File: config.mk
export PLATFORM = sky130hd
export DESIGN_NAME = redundant_sensor_failover
export DESIGN_NICKNAME = d
export VERILOG_FILES = /design/src/design/rsf_pkg.sv /design/src/design/rsf_cfg.sv /design/src/design/rsf_core.sv /design/src/design/redundant_sensor_failover.sv
export SDC_FILE = /design/constraint.sdc
export NUM_CORES = 1
export LEC_CHECK = 0
export BUFFER_PORTS_ARGS = -buffer_cell sky130_fd_sc_hd__clkbuf_2
export CAP_MARGIN = 5
export CORE_UTILIZATION = 50
export CTS_CLUSTER_DIAMETER = 200
export CTS_CLUSTER_SIZE = 25
export DETAILED_ROUTE_END_ITERATION = 16
export PLACE_DENSITY = 0.81
export SYNTH_ARGS = -nofsm -noshare
export SYNTH_HDL_FRONTEND = slang
export SYNTH_SLANG_ARGS = --single-unit
File: constraint.sdc
create_clock -name clk -period 12.52 [get_ports clk]
set_input_delay 1.878 -clock clk [delete_from_list [all_inputs] [get_ports clk]]
set_output_delay 1.878 -clock clk [all_outputs]
set_load 0.1 [all_outputs]
File: src/design/rsf_pkg.sv
`timescale 1ns / 1ps
`default_nettype none
// ----------------------------------------------------------------------------
// rsf_pkg: shared types and constants for the sensor failover block
// Register indexes, status codes, config and result bundles, saturating add.
// ----------------------------------------------------------------------------
package rsf_pkg;

	localparam int FIELD_W   = 24;
	localparam int LIMIT_W   = 4;
	localparam int SWCNT_W   = 5;
	localparam int STATUS_W  = 2;
	localparam int CFG_ADDR_W = 3;
	localparam int CFG_DATA_W = 24;

	// register indexes
	localparam logic [CFG_ADDR_W-1:0] REG_OFFSET_X     = 3'd0;
	localparam logic [CFG_ADDR_W-1:0] REG_OFFSET_Y     = 3'd1;
	localparam logic [CFG_ADDR_W-1:0] REG_OFFSET_Z     = 3'd2;
	localparam logic [CFG_ADDR_W-1:0] REG_SWITCH_LIMIT = 3'd3;
	localparam logic [CFG_ADDR_W-1:0] REG_FAULT_LIMIT  = 3'd4;

	// reset values of the limits
	localparam logic [LIMIT_W-1:0] SWITCH_LIMIT_RST = 4'd3;
	localparam logic [LIMIT_W-1:0] FAULT_LIMIT_RST  = 4'd6;

	// result status codes
	localparam logic [STATUS_W-1:0] ST_OK    = 2'd0;
	localparam logic [STATUS_W-1:0] ST_FAIL  = 2'd1;
	localparam logic [STATUS_W-1:0] ST_FAULT = 2'd2;

	// sensor select codes
	localparam logic SENSOR_MAIN   = 1'b0;
	localparam logic SENSOR_BACKUP = 1'b1;

	localparam logic [SWCNT_W-1:0] SWCNT_MAX = 5'd31;

	localparam logic signed [FIELD_W-1:0] FIELD_MAX = 24'sh7FFFFF;
	localparam logic signed [FIELD_W-1:0] FIELD_MIN = 24'sh800000;

	typedef struct packed {
		logic signed [FIELD_W-1:0] offset_x;
		logic signed [FIELD_W-1:0] offset_y;
		logic signed [FIELD_W-1:0] offset_z;
		logic [LIMIT_W-1:0]        switch_limit;
		logic [LIMIT_W-1:0]        fault_limit;
	} cfg_t;

	typedef struct packed {
		logic [STATUS_W-1:0]       status;
		logic signed [FIELD_W-1:0] field_x;
		logic signed [FIELD_W-1:0] field_y;
		logic signed [FIELD_W-1:0] field_z;
		logic                      sensor;
		logic                      fault_event;
	} res_t;

	// 24-bit add clamped to the signed field range
	function automatic logic signed [FIELD_W-1:0] sat_add(
		input logic signed [FIELD_W-1:0] a,
		input logic signed [FIELD_W-1:0] b
	);
		logic [FIELD_W:0] s;
		s = {a[FIELD_W-1], a} + {b[FIELD_W-1], b};
		if (s[FIELD_W] != s[FIELD_W-1]) begin
			sat_add = s[FIELD_W] ? FIELD_MIN : FIELD_MAX;
		end else begin
			sat_add = s[FIELD_W-1:0];
		end
	endfunction

endpackage
`default_nettype wire

File: src/design/rsf_cfg.sv
`timescale 1ns / 1ps
`default_nettype none
// ----------------------------------------------------------------------------
// rsf_cfg: configuration registers
// Offsets and limits, written through a plain index/data write port.
// ----------------------------------------------------------------------------
module rsf_cfg
	import rsf_pkg::*;
(
	input  wire logic                  clk,
	input  wire logic                  arst_n,
	input  wire logic                  cfg_we,
	input  wire logic [CFG_ADDR_W-1:0] cfg_addr,
	input  wire logic [CFG_DATA_W-1:0] cfg_wdata,
	output cfg_t                       cfg
);

	cfg_t cfg_q;

	// register writes; unknown indexes are dropped
	always_ff @(posedge clk or negedge arst_n) begin
		if (!arst_n) begin
			cfg_q.offset_x     <= '0;
			cfg_q.offset_y     <= '0;
			cfg_q.offset_z     <= '0;
			cfg_q.switch_limit <= SWITCH_LIMIT_RST;
			cfg_q.fault_limit  <= FAULT_LIMIT_RST;
		end else if (cfg_we) begin
			case (cfg_addr)
				REG_OFFSET_X:     cfg_q.offset_x     <= cfg_wdata[FIELD_W-1:0];
				REG_OFFSET_Y:     cfg_q.offset_y     <= cfg_wdata[FIELD_W-1:0];
				REG_OFFSET_Z:     cfg_q.offset_z     <= cfg_wdata[FIELD_W-1:0];
				REG_SWITCH_LIMIT: cfg_q.switch_limit <= cfg_wdata[LIMIT_W-1:0];
				REG_FAULT_LIMIT:  cfg_q.fault_limit  <= cfg_wdata[LIMIT_W-1:0];
				default: ;
			endcase
		end
	end

	assign cfg = cfg_q;

endmodule
`default_nettype wire

File: src/design/rsf_core.sv
`timescale 1ns / 1ps
`default_nettype none
// ----------------------------------------------------------------------------
// rsf_core: failover state and held field
// Applies one read attempt per step: counters, sensor switch, fault latch,
// offset add with saturation. The result reflects the state after the step.
// ----------------------------------------------------------------------------
module rsf_core
	import rsf_pkg::*;
(
	input  wire logic                      clk,
	input  wire logic                      arst_n,
	input  wire cfg_t                      cfg,
	input  wire logic                      step,
	input  wire logic                      read_ok,
	input  wire logic signed [FIELD_W-1:0] sample_x,
	input  wire logic signed [FIELD_W-1:0] sample_y,
	input  wire logic signed [FIELD_W-1:0] sample_z,
	output res_t                           res
);

	logic                      active_q;
	logic [LIMIT_W-1:0]        fail_q;
	logic [SWCNT_W-1:0]        switch_q;
	logic                      fault_q;
	logic signed [FIELD_W-1:0] held_q [3];

	logic                      active_d;
	logic [LIMIT_W-1:0]        fail_d;
	logic [SWCNT_W-1:0]        switch_d;
	logic                      fault_d;
	logic signed [FIELD_W-1:0] held_d [3];

	logic                      fault_now;
	logic [LIMIT_W:0]          fail_inc;
	logic signed [FIELD_W-1:0] off_x, off_y, off_z;

	// fault check comes before anything else
	assign fault_now = fault_q || (switch_q > {1'b0, cfg.fault_limit});
	assign fail_inc  = {1'b0, fail_q} + 1'b1;

	// offsets only apply to the backup sensor
	assign off_x = (active_q == SENSOR_BACKUP) ? cfg.offset_x : '0;
	assign off_y = (active_q == SENSOR_BACKUP) ? cfg.offset_y : '0;
	assign off_z = (active_q == SENSOR_BACKUP) ? cfg.offset_z : '0;

	// next state for one read attempt
	always_comb begin
		active_d  = active_q;
		fail_d    = fail_q;
		switch_d  = switch_q;
		fault_d   = fault_q;
		held_d[0] = held_q[0];
		held_d[1] = held_q[1];
		held_d[2] = held_q[2];
		res.status = ST_FAIL;
		if (fault_now) begin
			fault_d    = 1'b1;
			res.status = ST_FAULT;
		end else if (read_ok) begin
			held_d[0]  = sat_add(sample_x, off_x);
			held_d[1]  = sat_add(sample_y, off_y);
			held_d[2]  = sat_add(sample_z, off_z);
			fail_d     = '0;
			switch_d   = '0;
			res.status = ST_OK;
		end else if (fail_inc > {1'b0, cfg.switch_limit}) begin
			active_d = ~active_q;
			fail_d   = '0;
			if (switch_q != SWCNT_MAX) begin
				switch_d = switch_q + 1'b1;
			end
		end else begin
			fail_d = fail_inc[LIMIT_W-1:0];
		end
		res.field_x     = held_d[0];
		res.field_y     = held_d[1];
		res.field_z     = held_d[2];
		res.sensor      = active_d;
		res.fault_event = fault_now && !fault_q;
	end

	// control state
	always_ff @(posedge clk or negedge arst_n) begin
		if (!arst_n) begin
			active_q <= SENSOR_MAIN;
			fail_q   <= '0;
			switch_q <= '0;
			fault_q  <= 1'b0;
		end else if (step) begin
			active_q <= active_d;
			fail_q   <= fail_d;
			switch_q <= switch_d;
			fault_q  <= fault_d;
		end
	end

	// held field resets to zero since it is visible before the first good read
	always_ff @(posedge clk or negedge arst_n) begin
		if (!arst_n) begin
			held_q[0] <= '0;
			held_q[1] <= '0;
			held_q[2] <= '0;
		end else if (step) begin
			held_q[0] <= held_d[0];
			held_q[1] <= held_d[1];
			held_q[2] <= held_d[2];
		end
	end

	// fault latch never clears outside reset
	a_fault_sticky: assert property (@(posedge clk) disable iff (!arst_n)
		fault_q |=> fault_q)
		else $error("fault latch cleared");

	// a latched fault freezes the sensor and held field
	a_fault_frozen: assert property (@(posedge clk) disable iff (!arst_n)
		step && fault_q |=> $stable(active_q) && $stable(held_q[0])
			&& $stable(held_q[1]) && $stable(held_q[2]))
		else $error("state moved after fault");

	// a good read outside fault clears both counters
	a_good_clears: assert property (@(posedge clk) disable iff (!arst_n)
		step && read_ok && !fault_now |=> fail_q == '0 && switch_q == '0)
		else $error("counters not cleared on good read");

	// counters only move on a step
	a_idle_hold: assert property (@(posedge clk) disable iff (!arst_n)
		!step |=> $stable(switch_q) && $stable(fail_q) && $stable(active_q))
		else $error("state changed without a request");

endmodule
`default_nettype wire

File: src/design/redundant_sensor_failover.sv
`timescale 1ns / 1ps
`default_nettype none
// ----------------------------------------------------------------------------
// redundant_sensor_failover: main/backup magnetometer failover
// Holds the last good offset-corrected sample and switches sensors on
// repeated read failures, latching a fault after too many switches.
// ----------------------------------------------------------------------------
// Usage:
//   s_axis carries one read attempt per request: tuser = read_ok, tdata =
//   sample x/y/z. m_axis returns one result per request: tuser = status and
//   fault event, tdata = held field x/y/z and the sensor to read next.
//   cfg_we/cfg_addr/cfg_wdata write offsets (0..2) and the switch and fault
//   limits (3, 4); write only while no request is in flight.
// Path: a request accepted on s_axis passes through the input register and
//   then the result register before it shows on m_axis.
// Throughput: one request per cycle while m_axis takes results; the input register,
//   one pass through the counter and saturating adder logic, and the output register.
// Reset: counters, fault latch, held field and sensor select clear; limits
//   return to 3 and 6, offsets to zero. No result is pending after reset.
// Stall: while m_axis_tready is low the result holds; one more request is
//   kept in the input register, then s_axis_tready drops.
// ----------------------------------------------------------------------------
module redundant_sensor_failover
	import rsf_pkg::*;
(
	input  wire logic                  clk,
	input  wire logic                  arst_n,
	// configuration write port
	input  wire logic                  cfg_we,
	input  wire logic [CFG_ADDR_W-1:0] cfg_addr,
	input  wire logic [CFG_DATA_W-1:0] cfg_wdata,
	// read attempts in
	input  wire logic                  s_axis_tvalid,
	output      logic                  s_axis_tready,
	input  wire logic [71:0]           s_axis_tdata,  // sample_x, sample_y, sample_z
	input  wire logic                  s_axis_tuser,  // read_ok
	// results out
	output      logic                  m_axis_tvalid,
	input  wire logic                  m_axis_tready,
	output      logic [79:0]           m_axis_tdata,  // field_x, field_y, field_z,
	                                                  // selected_sensor, zero pad
	output      logic [2:0]            m_axis_tuser   // result_status, fault_event
);

	cfg_t cfg;
	res_t res;
	res_t res_q;

	logic                      valid_s1;
	logic                      ok_s1;
	logic signed [FIELD_W-1:0] x_s1, y_s1, z_s1;
	logic                      out_valid_q;
	logic                      adv;
	logic                      step;
	logic                      in_acc;

	// handshake: output register frees when empty or taken
	assign adv           = !out_valid_q || m_axis_tready;
	assign step          = valid_s1 && adv;
	assign s_axis_tready = !valid_s1 || adv;
	assign in_acc        = s_axis_tvalid && s_axis_tready;

	rsf_cfg u_cfg (
		.clk       (clk),
		.arst_n    (arst_n),
		.cfg_we    (cfg_we),
		.cfg_addr  (cfg_addr),
		.cfg_wdata (cfg_wdata),
		.cfg       (cfg)
	);

	// input register valid
	always_ff @(posedge clk or negedge arst_n) begin
		if (!arst_n) begin
			valid_s1 <= 1'b0;
		end else if (in_acc) begin
			valid_s1 <= 1'b1;
		end else if (step) begin
			valid_s1 <= 1'b0;
		end
	end

	// input register payload
	always_ff @(posedge clk) begin
		if (in_acc) begin
			ok_s1 <= s_axis_tuser;
			x_s1  <= s_axis_tdata[23:0];
			y_s1  <= s_axis_tdata[47:24];
			z_s1  <= s_axis_tdata[71:48];
		end
	end

	rsf_core u_core (
		.clk      (clk),
		.arst_n   (arst_n),
		.cfg      (cfg),
		.step     (step),
		.read_ok  (ok_s1),
		.sample_x (x_s1),
		.sample_y (y_s1),
		.sample_z (z_s1),
		.res      (res)
	);

	// result register valid
	always_ff @(posedge clk or negedge arst_n) begin
		if (!arst_n) begin
			out_valid_q <= 1'b0;
		end else if (adv) begin
			out_valid_q <= valid_s1;
		end
	end

	// result register payload
	always_ff @(posedge clk) begin
		if (step) begin
			res_q <= res;
		end
	end

	assign m_axis_tvalid = out_valid_q;
	assign m_axis_tdata  = {7'd0, res_q.sensor, res_q.field_z, res_q.field_y, res_q.field_x};
	assign m_axis_tuser  = {res_q.fault_event, res_q.status};

endmodule
`default_nettype wire
## Yosys cells after proc, flatten, opt, wreduce, memory -nomap -nowiden

Cells that the tools add are included.

- $add $sub $neg: 5
- Multipliers: 0
- Div/mod/pow operators: 0
- Order comparisons: 2
- Equal/unequal tests: 8
- Shifts and indexed selects: 0
- Muxes and demuxes: 22
- Bitwise gates (word level): 2
- Reduce and logical (&&, ||, !) cells: 21

Operators with widths:

| operator | number |
|---|---|
| 2-to-1 mux 24 bit | 9 |
| 2-to-1 mux 72 bit | 2 |
| adder 24 x 24 -> 25 bit | 3 |
| 2-to-1 mux 5 bit | 3 |
| AND reduction 2 bit | 7 |
| > comparator 5 x 4 -> 1 bit | 2 |
| 2-to-1 mux 4 bit | 2 |
| equality test 3 x 2 -> 1 bit, second input constant | 2 |
| 2-to-1 mux 1 bit | 6 |
| nonzero test 2 bit | 3 |
| adder 4 x 1 -> 5 bit, second input constant | 1 |
| adder 5 x 1 -> 5 bit, second input constant | 1 |
| inequality test 5 bit, second input constant | 1 |
| AND reduction 4 bit | 1 |
| equality test 3 x 1 -> 1 bit, second input constant | 1 |
| equality test 3 bit, second input constant | 1 |
| logical AND 1 bit | 3 |
| zero test 1 bit | 3 |
| zero test 3 bit | 1 |
| logical OR 1 bit | 3 |
| inequality test 1 bit | 3 |
| inverter 1 bit | 2 |

- Register bits: 314
- Latch bits: 0
- RAM bits: 0
- Memory bits (read-only): 0
- Word-level logic and storage cells: 84
- Memories kept: 0

## Depth between registers and ports, before layout

- Depth in word-level cells: 6
- Gate-level depth with buffers: 18

## Modules after synthesis

From an unflattened synthesis, not the netlist that was laid out.

- Cells, all modules: 1423
- Area, all modules: 16399.5 um^2

Modules (own cells, without submodules):

| module | instances | cells an instance | area an instance (um^2) | sequential area each (um^2) |
|---|---|---|---|---|
| rsf_core | 1 | 1085 | 8685.8 | 2077.0 |
| redundant_sensor_failover | 1 | 165 | 4634.4 | 4524.3 |
| rsf_cfg | 1 | 173 | 3079.2 | 2006.9 |

## Worst setup path before layout

No wires, ideal clock.

- Kind: input-to-reg
- Start: input m_axis_tready
- End: register ok_s1 (enable)
- Library setup time: 0.439 ns
- Arrival time: 4.483 ns
- Required time: 12.081 ns
- Path slack: 7.598 ns
- Stages: 2
- Buffers on the path: 0
- Cells stage by stage: nand3b_1 -> and2_1

- Longest elaborated chain between the ends: 3

RTL lines:

| item | line | RTL |
|---|---|---|
| start, declared | redundant_sensor_failover.sv:39 | `input wire logic m_axis_tready,` |
| logical OR 1 bit | redundant_sensor_failover.sv:58 | `assign adv = !out_valid_q \|\| m_axis_tready;` |
| logical OR 1 bit | redundant_sensor_failover.sv:60 | `assign s_axis_tready = !valid_s1 \|\| adv;` |
| logical AND 1 bit | redundant_sensor_failover.sv:61 | `assign in_acc = s_axis_tvalid && s_axis_tready;` |
| net in_acc | redundant_sensor_failover.sv:55 | `logic in_acc;` |
| end signal, assigned | redundant_sensor_failover.sv:86 | `ok_s1 <= s_axis_tuser;` |
| end, declared | redundant_sensor_failover.sv:50 | `logic ok_s1;` |

The timed path passes the listed nets, and every way through them passes these cells.
A chain may end at the register's enable or synchronous reset.

==> flow_summary.ini <==
[cts]
clk_pin_slew_ns = 0.10
cts_buffer_depth = 3
clock_latency_ns = 0.52
cts_inserted_buffers = 16
post_cts_buffers = 0
post_cts_resized = 0
cts_tree = yes
htree_levels = 1
hold_buffers = 0
clock_sinks = 314
cts_root_buf = clkbuf_16

[critical_path]
path_max_fanout = 50
cpPeakStageDelay_ns = 0.71
end_kind = register
crit_end = m_axis_tdata[43]
r2r-end = m_axis_tdata[43]
worstSetupPathType = register to register
r2r-start = u_core.active_q
r2r_cells = 16
cp.arrival_ns = 5.72
cp_cell_sequence = buf_4 -> nand2_1 -> inv_1 -> ha_1 -> a211oi_1 -> o211a_1 -> or2_2 -> a31oi_1 -> a41o_1 -> a31oi_1 -> o21ai_0 -> xor2_1 -> ha_1 -> clkinv_1 -> nor3_1 -> a221o_1
cp-startpoint = u_core.active_q
r2r_setup_slack_ns = 7.18
worstSetupStartpointType = register
cp.required_ns = 12.89
crit_slowest_cell = dfrtp_1

[synth]
netlist_area_um2 = 16410
synth-seq-cells = 314
yosys_warnings = 0
avgSynthCellArea_um2 = 11.15
synth_top_area_frac = 0.2726
synth_top_family_by_area = compound AO/OA/AOI/OAI gates
synth_ff_type = dfrtp_1
synth-simple-area-share = 0.1169
synthArstFlopShare = 0.5255
synth_xor_area_frac = 0.03202
synth_compound_area_frac = 0.1506
synthAdderAreaFrac = 0.06999
synth_mux_area_frac = 0.07906
netlist_top_cells_count = dfrtp_1 (161), edfxtp_1 (149), a21oi_1 (134)
synth_largest_area_cell = edfxtp_1
synth_edf_count = 149
seq_area_frac_synth = 0.5245
yosysMostFrequentCell = dfrtp_1
synth.distinct_cells = 72
synth_cells = 1472
synthTopCellsByArea = edfxtp_1 (27%), dfrtp_1 (25%), mux2_2 (7.6%), ha_1 (6.6%), a21oi_1 (4.1%)

[sta]
worstMarginPinSlew_ns = 1.185
rsz0062_at_grt = no
max-slew-margin-rel = 0.2089
clock.fmax_ghz = 0.1871
hold_viol = 0
period_minus_slack_ns = 5.343
drv_slew = 0
timing.final.crit_share = 0.4268
setup-violations-final = 0
skew_ns = 0.02000
finalSetupTns_ns = 0

[routing]
avgViaCountPerCell = 5.667
vias = 11703
drt-pass1-iter-count = 5
wirelength_um = 39060
dr.first_iter.drc_count = 793
wl_per_cell_um = 18.92
drtAntennaViolNets = 0
drc_errors = 0

[placed_design]
place_hpwl_um = 28600
routabilityCongestion = 0.9043
port_buffers = 182

[final_layout]
num-fill-cells = 2680
nNetsFinal = 1814
syn_to_final_growth_pct = 10.63
drive_gt1_frac = 0.2136

[floorplanning]
core-area_um2 = 31960
start_util = 0.5135
fp-row-count = 65
io_pins = 190
die_height_um = 183.2
die_w_um = 183.2
die-area_um2 = 33550

[grt]
grtUsageTotal = 0.2348
grt_pass1_wl_um = 62210
grt_pass1_vias = 11664
antenna_found_initial = 1
grt_start_max_net_pins = 87
grt-ovfl-total = 0

[worst_hold_path]
holdCritPathClass = register to register
hp-start = u_core.held_q[33]

[run]
drv_cap = 0

[power_and_ir_drop]
p_per_area_nw_per_um2 = 246.5
power_mw = 4.475
power_leakage_nw = 7.820
ir_worst_vdd_v = 0.0001659

[run_status]
status = finished clean
==> state kept, by name, summed over array words and instances (netlist names) <==
register         count
u_cfg.cfg           80
m_axis_tdata        73
u_core.held_q       72
x_s1                24
y_s1                24
z_s1                24
u_core.switch_q      5
u_core.fail_q        4
m_axis_tuser         3
m_axis_tvalid        1
ok_s1                1
u_core.active_q      1
u_core.fault_q       1
valid_s1             1
==> critical path, delay by kind of cell (launching register included) <==
kind	cells	cell delay, ns
compound gates	7	1.60
xor+xnor	1	0.18
fa+ha+maj	2	0.72
buf+inv	3	1.04
flops	1	0.71
simple gates	3	0.90
==> area by class of cell <==
class | instances | area [um2] | area share
diodes | 1 | 2.502 | 0.0001378
clock buffers | 27 | 462.9 | 0.02550
clock inverters | 1 | 16.27 | 0.0008959
inverters | 38 | 143.9 | 0.007925
multi-input cells | 1060 | 7408 | 0.4080
flip-flops and latches | 314 | 8608 | 0.4741
well taps | 435 | 544.3 | 0.02998
repair buffers | 189 | 969.7 | 0.05341
==> routing by layer <==
layer | wire length (um) | global-route usage
met4 | 996 | 0.06300
met2 | 18420 | 0.3897
met1 | 18070 | 0.3308
met5 | 0 | 0
met3 | 1576 | 0.02145
==> per-stage QoR <==
stage	setup slack (ns)	hold WS (ns)	cells	area [um2]	utilization
floorplan	7.598	0.4497	1478	16430	-
global placement	7.469	0.4604	2036	17670	0.5530
detailed placement	7.263	0.4699	2036	17670	0.5530
CTS	7.212	0.4917	2064	18150	0.5680
global route	6.617	0.5055	2065	18160	0.5681
finish	7.177	0.4916	2065	18160	0.5681
==> power by group <==
part           switching, mW  leakage (nW)  internal (mW)
Combinational           1.59          4.22          0.739
Sequential             0.140          3.37           1.41
Clock                  0.331         0.228          0.259
Total                   2.07          7.82           2.41
==> worst min path at each step <==
stage	endpoint	slack [ns]	cells after the start
3_3_place_gp	u_core.held_q[38]	0.46	2
5_1_grt	u_core.held_q[33]	0.51	2
6_report	u_core.held_q[33]	0.49	2
3_5_place_dp	u_core.held_q[38]	0.47	2
4_1_cts	u_core.held_q[38]	0.49	2
2_1_floorplan	u_core.held_q[0]	0.45	2
==> placed cells by master, fill, tap and decap left out, types with 10 or more instances in the layout <==
cell       Yosys  final
clkbuf_2       0    181
clkbuf_16      0     17
nor2_1       108    107
o22a_1        14     14
edfxtp_1     149    149
nand2b_1      19     19
nand2_1      111    111
a21o_1        31     31
inv_1         37     36
mux2_2       111    111
clkbuf_1      40     10
xnor2_1       35     35
xor2_1        25     25
o21ai_0       93     93
a21oi_1      134    134
and2_1        85     84
nand3_1       16     16
nand4_1       10     10
a211oi_1      15     15
nor3_1        13     12
o21a_1        15     15
ha_1          87     87
dfrtp_1      161    161
==> kinds of logic after synthesis <==
group / after synthesis
mux: 115
other cells: 1
flops: 314
buf+inv: 104
fa+ha+maj: 90
xor+xnor: 60
simple gates: 397
compound gates: 391
Note: power is estimated with default switching activity, not from simulation.
